$ cat config.mk
export PLATFORM = sky130hd
export DESIGN_NAME = http_response_header_parser
export DESIGN_NICKNAME = d
export VERILOG_FILES = /design/src/rtl/hrp_pkg.sv /design/src/rtl/http_response_header_parser.sv /design/src/rtl/hrp_in_stage.sv /design/src/rtl/hrp_core.sv
export SDC_FILE = /design/constraint.sdc
export NUM_CORES = 1
export LEC_CHECK = 0
export BUFFER_PORTS_ARGS = -buffer_cell sky130_fd_sc_hd__clkbuf_2
export CORE_MARGIN = 2
export CORE_UTILIZATION = 26
export CTS_BUF_LIST = sky130_fd_sc_hd__clkbuf_4 sky130_fd_sc_hd__clkbuf_8
export CTS_CLUSTER_DIAMETER = 100
export DETAILED_ROUTE_END_ITERATION = 10
export SLEW_MARGIN = 20
export SYNTH_ARGS = -nofsm -noshare
export SYNTH_HDL_FRONTEND = slang
export SYNTH_SLANG_ARGS = --single-unit
$ cat constraint.sdc
create_clock -name aclk -period 6.06 [get_ports aclk]
set_clock_uncertainty 0.1 [all_clocks]
set_input_delay 0.909 -clock aclk [delete_from_list [all_inputs] [get_ports aclk]]
set_output_delay 0.909 -clock aclk [all_outputs]
set_load 0.02 [all_outputs]
$ cat src/rtl/hrp_pkg.sv
// ----------------------------------------------------------------------------
// hrp_pkg
// Shared types, character codes and helpers for the HTTP response parser.
// ----------------------------------------------------------------------------
package hrp_pkg;

    // parse phase, one-hot
    typedef enum logic [3:0] {
        PH_VERSION = 4'b0001,
        PH_STATUS  = 4'b0010,
        PH_HEADER  = 4'b0100,
        PH_PAYLOAD = 4'b1000
    } phase_t;

    // status class codes
    localparam logic [1:0] CLASS_OK          = 2'd0;
    localparam logic [1:0] CLASS_NOT_FOUND   = 2'd1;
    localparam logic [1:0] CLASS_BAD_REQUEST = 2'd2;

    localparam logic [9:0] CODE_OK        = 10'd200;
    localparam logic [9:0] CODE_NOT_FOUND = 10'd404;
    localparam logic [9:0] CODE_MAX       = 10'd999;

    // character codes
    localparam logic [7:0] CH_SPACE = 8'h20;
    localparam logic [7:0] CH_CR    = 8'h0d;
    localparam logic [7:0] CH_LF    = 8'h0a;
    localparam logic [7:0] CH_UPPER_C = 8'h43;
    localparam logic [7:0] CH_ZERO  = 8'h30;
    localparam logic [7:0] CH_NINE  = 8'h39;
    localparam logic [7:0] CH_UPPER_A = 8'h41;
    localparam logic [7:0] CH_UPPER_Z = 8'h5a;

    // header name length, match position width
    localparam int unsigned NAME_LEN = 16;
    localparam logic [4:0]  NAME_POS_LAST = 5'(NAME_LEN - 1);

    // blank line progress codes
    localparam logic [1:0] BL_NONE  = 2'd0;
    localparam logic [1:0] BL_CR1   = 2'd1;
    localparam logic [1:0] BL_LF1   = 2'd2;
    localparam logic [1:0] BL_CR2   = 2'd3;

    // one input word
    typedef struct packed {
        logic [7:0] data_byte;
        logic       msg_start;
        logic       msg_end;
    } item_t;

    // one result word
    typedef struct packed {
        logic        payload_valid;
        logic [7:0]  payload_byte;
        logic        payload_last;
        logic [9:0]  status_code;
        logic [1:0]  status_class;
        logic [31:0] content_length;
        logic        header_done;
    } result_t;

    // lower-case "content-length: " by position
    function automatic logic [7:0] name_char(input logic [3:0] pos);
        logic [7:0] c;
        case (pos)
            4'd0:    c = 8'h63; // c
            4'd1:    c = 8'h6f; // o
            4'd2:    c = 8'h6e; // n
            4'd3:    c = 8'h74; // t
            4'd4:    c = 8'h65; // e
            4'd5:    c = 8'h6e; // n
            4'd6:    c = 8'h74; // t
            4'd7:    c = 8'h2d; // -
            4'd8:    c = 8'h6c; // l
            4'd9:    c = 8'h65; // e
            4'd10:   c = 8'h6e; // n
            4'd11:   c = 8'h67; // g
            4'd12:   c = 8'h74; // t
            4'd13:   c = 8'h68; // h
            4'd14:   c = 8'h3a; // :
            4'd15:   c = 8'h20; // space
            default: c = 8'h00;
        endcase
        return c;
    endfunction

    // ascii fold to lower case
    function automatic logic [7:0] to_lower(input logic [7:0] b);
        logic [7:0] r;
        r = b;
        if (b >= CH_UPPER_A && b <= CH_UPPER_Z) begin
            r = b + 8'd32;
        end
        return r;
    endfunction

    function automatic logic is_digit(input logic [7:0] b);
        return (b >= CH_ZERO) && (b <= CH_NINE);
    endfunction

endpackage

$ cat src/rtl/http_response_header_parser.sv
// ----------------------------------------------------------------------------
// http_response_header_parser
// Byte-stream HTTP response parser with header fields and payload framing.
// ----------------------------------------------------------------------------
// Usage:
//   s_ channel carries one response byte per word, with s_msg_start on the
//   first byte of a buffer (clears all parse state) and s_msg_end on the last.
//   m_ channel returns exactly one word per input word: payload flags and
//   byte, plus the status code, its class, content length and header_done
//   as they stand after that byte.
// Path: each accepted word passes the input register, then the parse
//   update into the output register, which drives m_valid.
// Throughput: one word per cycle while m_ready stays high; the per-byte
//   state update is a single registered step, so back-to-back bytes flow without gaps.
// Reset: synchronous, aresetn low; parse state returns to the version
//   token, all values to zero, both registers empty.
// Stall: while m_ready is low the output word holds; the input register
//   still takes one more word, then s_ready drops until the output drains.
// ----------------------------------------------------------------------------
module http_response_header_parser (
    input  logic        aclk,
    input  logic        aresetn,
    input  logic        s_valid,
    output logic        s_ready,
    input  logic [7:0]  s_data_byte,
    input  logic        s_msg_start,
    input  logic        s_msg_end,
    output logic        m_valid,
    input  logic        m_ready,
    output logic        m_payload_valid,
    output logic [7:0]  m_payload_byte,
    output logic        m_payload_last,
    output logic [9:0]  m_status_code,
    output logic [1:0]  m_status_class,
    output logic [31:0] m_content_length,
    output logic        m_header_done
);

    logic             item_valid;
    hrp_pkg::item_t   item;
    hrp_pkg::result_t result;
    hrp_pkg::result_t out_reg;
    logic             out_valid_reg;
    logic             advance;

    // parse a word when the output register is free or draining
    assign advance = item_valid && (!out_valid_reg || m_ready);

    hrp_in_stage u_in (
        .aclk        (aclk),
        .aresetn     (aresetn),
        .s_valid     (s_valid),
        .s_ready     (s_ready),
        .s_data_byte (s_data_byte),
        .s_msg_start (s_msg_start),
        .s_msg_end   (s_msg_end),
        .advance     (advance),
        .item_valid  (item_valid),
        .item        (item)
    );

    hrp_core u_core (
        .aclk    (aclk),
        .aresetn (aresetn),
        .advance (advance),
        .item    (item),
        .result  (result)
    );

    // output valid
    always_ff @(posedge aclk) begin
        if (!aresetn) begin
            out_valid_reg <= 1'b0;
        end else if (!out_valid_reg || m_ready) begin
            out_valid_reg <= item_valid;
        end
    end

    // output word
    always_ff @(posedge aclk) begin
        if (advance) begin
            out_reg <= result;
        end
    end

    assign m_valid          = out_valid_reg;
    assign m_payload_valid  = out_reg.payload_valid;
    assign m_payload_byte   = out_reg.payload_byte;
    assign m_payload_last   = out_reg.payload_last;
    assign m_status_code    = out_reg.status_code;
    assign m_status_class   = out_reg.status_class;
    assign m_content_length = out_reg.content_length;
    assign m_header_done    = out_reg.header_done;

endmodule

$ cat src/rtl/hrp_in_stage.sv
// ----------------------------------------------------------------------------
// hrp_in_stage
// Input register: holds one byte word until the parse stage takes it.
// ----------------------------------------------------------------------------
module hrp_in_stage (
    input  logic           aclk,
    input  logic           aresetn,
    input  logic           s_valid,
    output logic           s_ready,
    input  logic [7:0]     s_data_byte,
    input  logic           s_msg_start,
    input  logic           s_msg_end,
    input  logic           advance,
    output logic           item_valid,
    output hrp_pkg::item_t item
);

    logic           valid_reg;
    hrp_pkg::item_t item_reg;

    // free when empty or when the held word moves on this cycle
    assign s_ready = !valid_reg || advance;

    // valid flag
    always_ff @(posedge aclk) begin
        if (!aresetn) begin
            valid_reg <= 1'b0;
        end else if (s_ready) begin
            valid_reg <= s_valid;
        end
    end

    // payload
    always_ff @(posedge aclk) begin
        if (s_valid && s_ready) begin
            item_reg.data_byte <= s_data_byte;
            item_reg.msg_start <= s_msg_start;
            item_reg.msg_end   <= s_msg_end;
        end
    end

    assign item_valid = valid_reg;
    assign item       = item_reg;

endmodule

$ cat src/rtl/hrp_core.sv
// ----------------------------------------------------------------------------
// hrp_core
// Parse state and its per-byte update: version skip, status code, header
// name match with length digits, blank line search and payload counting.
// ----------------------------------------------------------------------------
module hrp_core (
    input  logic             aclk,
    input  logic             aresetn,
    input  logic             advance,
    input  hrp_pkg::item_t   item,
    output hrp_pkg::result_t result
);

    hrp_pkg::phase_t phase_reg, phase_next;
    logic [9:0]  code_reg, code_next;
    logic [31:0] len_reg, len_next;
    logic [4:0]  name_pos_reg, name_pos_next;
    logic        digits_reg, digits_next;
    logic [1:0]  blank_reg, blank_next;
    logic [31:0] count_reg, count_next;
    logic        seen_reg, seen_next;

    logic [7:0]  b;
    logic        b_digit;
    logic [3:0]  b_val;
    logic [13:0] code_mul;
    logic [35:0] len_mul;
    logic [7:0]  name_ch;
    logic        pay_valid;
    logic        pay_last;
    logic [1:0]  cls;

    assign b       = item.data_byte;
    assign b_digit = hrp_pkg::is_digit(b);
    assign b_val   = b[3:0];

    // next state, in the order the byte is interpreted
    always_comb begin
        phase_next    = phase_reg;
        code_next     = code_reg;
        len_next      = len_reg;
        name_pos_next = name_pos_reg;
        digits_next   = digits_reg;
        blank_next    = blank_reg;
        count_next    = count_reg;
        seen_next     = seen_reg;
        pay_valid     = 1'b0;
        pay_last      = 1'b0;
        code_mul      = '0;
        len_mul       = '0;
        name_ch       = '0;

        // start of a buffer clears everything
        if (item.msg_start) begin
            phase_next    = hrp_pkg::PH_VERSION;
            code_next     = '0;
            len_next      = '0;
            name_pos_next = '0;
            digits_next   = 1'b0;
            blank_next    = hrp_pkg::BL_NONE;
            count_next    = '0;
            seen_next     = 1'b0;
        end

        if (phase_next == hrp_pkg::PH_PAYLOAD) begin
            // payload pass-through
            if (len_next == '0 || count_next < len_next) begin
                pay_valid = 1'b1;
                if (item.msg_end || (len_next != '0 && count_next + 32'd1 == len_next)) begin
                    pay_last = 1'b1;
                end
                if (count_next != '1) begin
                    count_next = count_next + 32'd1;
                end
            end
        end else begin
            // first line: version then status token
            case (phase_next)
                hrp_pkg::PH_VERSION: begin
                    if (b == hrp_pkg::CH_SPACE) begin
                        phase_next  = hrp_pkg::PH_STATUS;
                        digits_next = 1'b1;
                    end else if (b == hrp_pkg::CH_CR) begin
                        phase_next = hrp_pkg::PH_HEADER;
                    end
                end
                hrp_pkg::PH_STATUS: begin
                    if (b == hrp_pkg::CH_SPACE || b == hrp_pkg::CH_CR) begin
                        phase_next  = hrp_pkg::PH_HEADER;
                        digits_next = 1'b0;
                    end else if (digits_next && b_digit) begin
                        code_mul = {1'b0, code_next, 3'b000} + {3'b000, code_next, 1'b0}
                                 + {10'd0, b_val};
                        code_next = (code_mul > {4'd0, hrp_pkg::CODE_MAX})
                                  ? hrp_pkg::CODE_MAX : code_mul[9:0];
                    end else begin
                        digits_next = 1'b0;
                    end
                end
                default: begin
                end
            endcase

            // length value digits
            if (phase_next != hrp_pkg::PH_STATUS && digits_next) begin
                if (b_digit) begin
                    len_mul = {1'b0, len_next, 3'b000} + {3'b000, len_next, 1'b0}
                            + {32'd0, b_val};
                    len_next = (len_mul[35:32] != 4'd0) ? '1 : len_mul[31:0];
                end else begin
                    digits_next = 1'b0;
                end
            end

            // header name match, first letter upper case only
            name_ch = hrp_pkg::name_char(name_pos_next[3:0]);
            if (name_pos_next == '0) begin
                name_pos_next = (b == hrp_pkg::CH_UPPER_C) ? 5'd1 : 5'd0;
            end else if (hrp_pkg::to_lower(b) == name_ch) begin
                if (name_pos_next == hrp_pkg::NAME_POS_LAST) begin
                    name_pos_next = '0;
                    len_next      = '0;
                    if (phase_next != hrp_pkg::PH_STATUS) begin
                        digits_next = 1'b1;
                    end
                end else begin
                    name_pos_next = name_pos_next + 5'd1;
                end
            end else begin
                name_pos_next = (b == hrp_pkg::CH_UPPER_C) ? 5'd1 : 5'd0;
            end

            // blank line search
            case (blank_next)
                hrp_pkg::BL_CR1: begin
                    blank_next = (b == hrp_pkg::CH_LF) ? hrp_pkg::BL_LF1 :
                                 (b == hrp_pkg::CH_CR) ? hrp_pkg::BL_CR1 : hrp_pkg::BL_NONE;
                end
                hrp_pkg::BL_LF1: begin
                    blank_next = (b == hrp_pkg::CH_CR) ? hrp_pkg::BL_CR2 : hrp_pkg::BL_NONE;
                end
                hrp_pkg::BL_CR2: begin
                    if (b == hrp_pkg::CH_LF) begin
                        blank_next    = hrp_pkg::BL_NONE;
                        seen_next     = 1'b1;
                        phase_next    = hrp_pkg::PH_PAYLOAD;
                        count_next    = '0;
                        digits_next   = 1'b0;
                        name_pos_next = '0;
                    end else begin
                        blank_next = (b == hrp_pkg::CH_CR) ? hrp_pkg::BL_CR1 : hrp_pkg::BL_NONE;
                    end
                end
                default: begin
                    blank_next = (b == hrp_pkg::CH_CR) ? hrp_pkg::BL_CR1 : hrp_pkg::BL_NONE;
                end
            endcase
        end
    end

    // status class
    always_comb begin
        if (code_next == hrp_pkg::CODE_OK) begin
            cls = hrp_pkg::CLASS_OK;
        end else if (code_next == hrp_pkg::CODE_NOT_FOUND) begin
            cls = hrp_pkg::CLASS_NOT_FOUND;
        end else begin
            cls = hrp_pkg::CLASS_BAD_REQUEST;
        end
    end

    // result word for the output register
    always_comb begin
        result.payload_valid  = pay_valid;
        result.payload_byte   = pay_valid ? b : 8'd0;
        result.payload_last   = pay_last;
        result.status_code    = code_next;
        result.status_class   = cls;
        result.content_length = len_next;
        result.header_done    = seen_next;
    end

    // state registers
    always_ff @(posedge aclk) begin
        if (!aresetn) begin
            phase_reg    <= hrp_pkg::PH_VERSION;
            code_reg     <= '0;
            len_reg      <= '0;
            name_pos_reg <= '0;
            digits_reg   <= 1'b0;
            blank_reg    <= hrp_pkg::BL_NONE;
            count_reg    <= '0;
            seen_reg     <= 1'b0;
        end else if (advance) begin
            phase_reg    <= phase_next;
            code_reg     <= code_next;
            len_reg      <= len_next;
            name_pos_reg <= name_pos_next;
            digits_reg   <= digits_next;
            blank_reg    <= blank_next;
            count_reg    <= count_next;
            seen_reg     <= seen_next;
        end
    end

endmodule

==> results_dict.tcl <==
set metrics [dict create \
    dp.cells 2213 \
    ys.flop_type "dfxtp_1" \
    combPwrFrac_pct 8.5 \
    dpl_cell_area_sq_um 13700 \
    clock_sinks 154 \
    p_leak_nw 6.20 \
    cp-start-kind "flip-flop" \
    die-area_sq_um 50800 \
    syn_area_sq_um 12700 \
    slew-limit-headroom_pct 23.6 \
    coreArea_sq_um 48600 \
    synth_edf_count 65 \
    synth.most_common_cell "nand2_1" \
    tns_ps 0 \
    synth-seq-cells 154 \
    async_reset_ff_share_pct 0 \
    area_growth_pct 10.8 \
    routed-via-count 12300 \
    grt_start_max_net_pins 65 \
    htreeDepth 4 \
    grt_pass1_vias 11900 \
    ant_nets 0 \
    synthDistinctLibCells 87 \
    hold_violations 0 \
    ys.warnings.count 0 \
    postCtsSetupRepairBufs 0 \
    clk_pin_slew_ps 90 \
    synth_commonest_cells "nand2_1 (195), nor2_1 (143), ha_1 (122)" \
    met1_usage_pct 21.9 \
    critPathCaptureType "flip-flop" \
    swShare_pct 27.7 \
    min_path_type "reg2reg" \
    syn_area_per_cell_sq_um 8.07 \
    finalWirelength_mm 42.0 \
    crit_chain "buf_4 -> nor2b_1 -> ha_1 -> ha_1 -> a211oi_1 -> o21bai_1 -> a211o_1 -> a221oi_1 -> and2_1 -> a211oi_1 -> a2bb2oi_2 -> nand2b_1 -> buf_4 -> nor2_1 -> o41ai_1" \
    cts_hold_buf 0 \
    synthTopCellsByArea "edfxtp_1 (15%), dfxtp_1 (14%), ha_1 (12%)" \
    cap_violations 0 \
    io_pins 71 \
    worstMarginPinSlew_ps 1150 \
    yosys.area.top_type "edfxtp_1" \
    ys_seq_area_share_pct 29.3 \
    die_x_um 225 \
    grtUsageMet3_pct 3.64 \
    gp_congestion 0.929 \
    synthCells 1580 \
    drive_gt1_share_pct 9.61 \
    portBuffers 70 \
    syn_nets 1719 \
    cts-buffers-inserted 17 \
    p_per_area_nw_per_um2 156 \
    period_minus_slack_ps 5270 \
    rsz0062_at_grt "false" \
    wl_per_cell_um 18.7 \
    fp-row-count 81 \
    cts_tree "yes" \
    grtUsageMet2_pct 26.1 \
    post-dp-hpwl_mm 31.4 \
    vias_per_cell 5.49 \
    cts_root_buf "clkbuf_8" \
    crit_arrival_ps 5400 \
    slew_viol_final 0 \
    synth.top_cell.area_share_pct 15.3 \
    fin_hold_ws_ps 356 \
    ctsResizeCount 0 \
    clock_latency_ps 530 \
    crit_path_top_delay_cell "o41ai_1" \
    status "completed" \
    drt_iter0_drc 1039 \
    nets 1749 \
    seqPwrFrac_pct 51.0 \
    start_util_pct 26.2 \
    dieHeight_um 225 \
    layout_setup_ws_ps 793 \
    slowest_delay_ps 540 \
    track_usage_pct 16.6 \
    period_share_pct 86.9 \
    antenna_cells 0 \
    final_area_sq_um 14100 \
    power_switching_uw 610 \
    ir_drop_v 0.000118 \
    drc 0 \
    grt_first_pass_wirelength_mm 65.9 \
    layout.cells.non_filler 2245 \
    dr.pass1.iters 5 \
    fmax_mhz 190 \
    cp.required_ps 6190 \
    grt_overflow 0 \
    setup.worst_path.class "reg2reg" \
    antenna_found_initial 0 \
    dp_slack_ps 1090 \
    cp_max_fo 19 \
    grt.busiest_layer "met2" \
    power_frac_clock_pct 40.5 \
    cts_buffer_depth 2 \
    power.internal_mw 1.59 \
    setup_viol_count_final 0 \
]
[critical path: cells and delay by family, from the launching register on]
kind	cells	cell delay [ps]
flops	1	390
fa+ha+maj	2	720
simple gates	4	1180
compound gates	7	2040
buf+inv	2	550
[cell families (layout without fill, tap and decap cells)]
group,count (synthesis),after routing,share of synthesized area (%)
buffers and inverters,153,196,4.85
XOR/XNOR,98,98,6.74
adder cells (fa/ha/maj),125,125,12.4
flip-flops,154,154,29.3
AND/OR/NAND/NOR,620,620,24.5
multiplexers,6,6,0.491
AO/OA/AOI/OAI,424,424,21.6
[worst paths after layout]
check,start,to,slack (ps),cells after the start
worst max-delay path,u_in.item[1]$_DFFE_PP_,m_content_length[17]$_DFFE_PP_,790,15
worst min-delay path,u_core.code_reg[8]$_SDFFE_PN0P_,u_core.code_reg[8]$_SDFFE_PN0P_,360,2
worst min register to register,u_core.code_reg[8]$_SDFFE_PN0P_,u_core.code_reg[8]$_SDFFE_PN0P_,360,2
worst max register to register,u_in.item[1]$_DFFE_PP_,m_content_length[17]$_DFFE_PP_,790,15
[metrics by stage]
stage / utilization (%) / total power, mW
2_1_floorplan: - / 1.26
6_report: 29.0 / 2.20
3_3_place_gp: 28.2 / 1.33
5_1_grt: 29.0 / 2.29
3_5_place_dp: 28.2 / 1.33
4_1_cts: 29.0 / 2.22
[area by class of cell]
| class | instances | area [sq um] |
|---|---|---|
| Tap cell | 622 | 778 |
| Timing Repair Buffer | 92 | 515 |
| Sequential cell | 154 | 3730 |
| Fill cell | 5229 | 34500 |
| Inverter | 72 | 272 |
| Clock buffer | 20 | 263 |
| Multi-Input combinational cell | 1273 | 8400 |
| Clock inverter | 12 | 163 |
[power by group through the flow]
stage / clock, mW / combinational, mW / sequential, mW
global route: 0.959 / 0.204 / 1.12
finish: 0.890 / 0.187 / 1.12
detailed placement: 0 / 0.185 / 1.14
CTS: 0.916 / 0.186 / 1.12
global placement: 0 / 0.183 / 1.14
floorplan: 0 / 0.113 / 1.15
[layout by cell type, fill, tap and decap left out, types with 6 or more instances in the layout]
cell,Yosys,layout
a211oi_1,14,14
a21o_1,25,25
a21oi_1,112,112
a22oi_1,15,15
a31oi_1,14,14
and2_1,21,21
and3_1,22,21
and4_1,6,6
buf_4,3,22
clkbuf_2,0,70
clkbuf_8,0,18
dfxtp_1,89,89
edfxtp_1,65,65
ha_1,122,122
inv_1,69,69
nand2_1,195,195
nand2b_1,17,17
nand3_1,40,40
nand4_1,27,27
nor2_1,143,142
nor2b_1,45,45
nor3_1,29,28
nor4_1,21,21
o211ai_1,13,13
o21a_1,8,8
o21ai_0,95,95
o21bai_1,8,8
o22ai_1,11,11
o31ai_1,24,24
o41ai_1,24,24
or3_1,11,11
xnor2_1,63,63
xor2_1,35,35
[metal layers]
| layer | up-vias | share of wire, % |
|---|---|---|
| met5 | - | 0 |
| met4 | 0 | 3.4 |
| met3 | 91 | 7.0 |
| met2 | 472 | 44 |
| met1 | 5938 | 45 |
| li1 | 5835 | - |
Note: power is estimated with default switching activity, not from simulation.
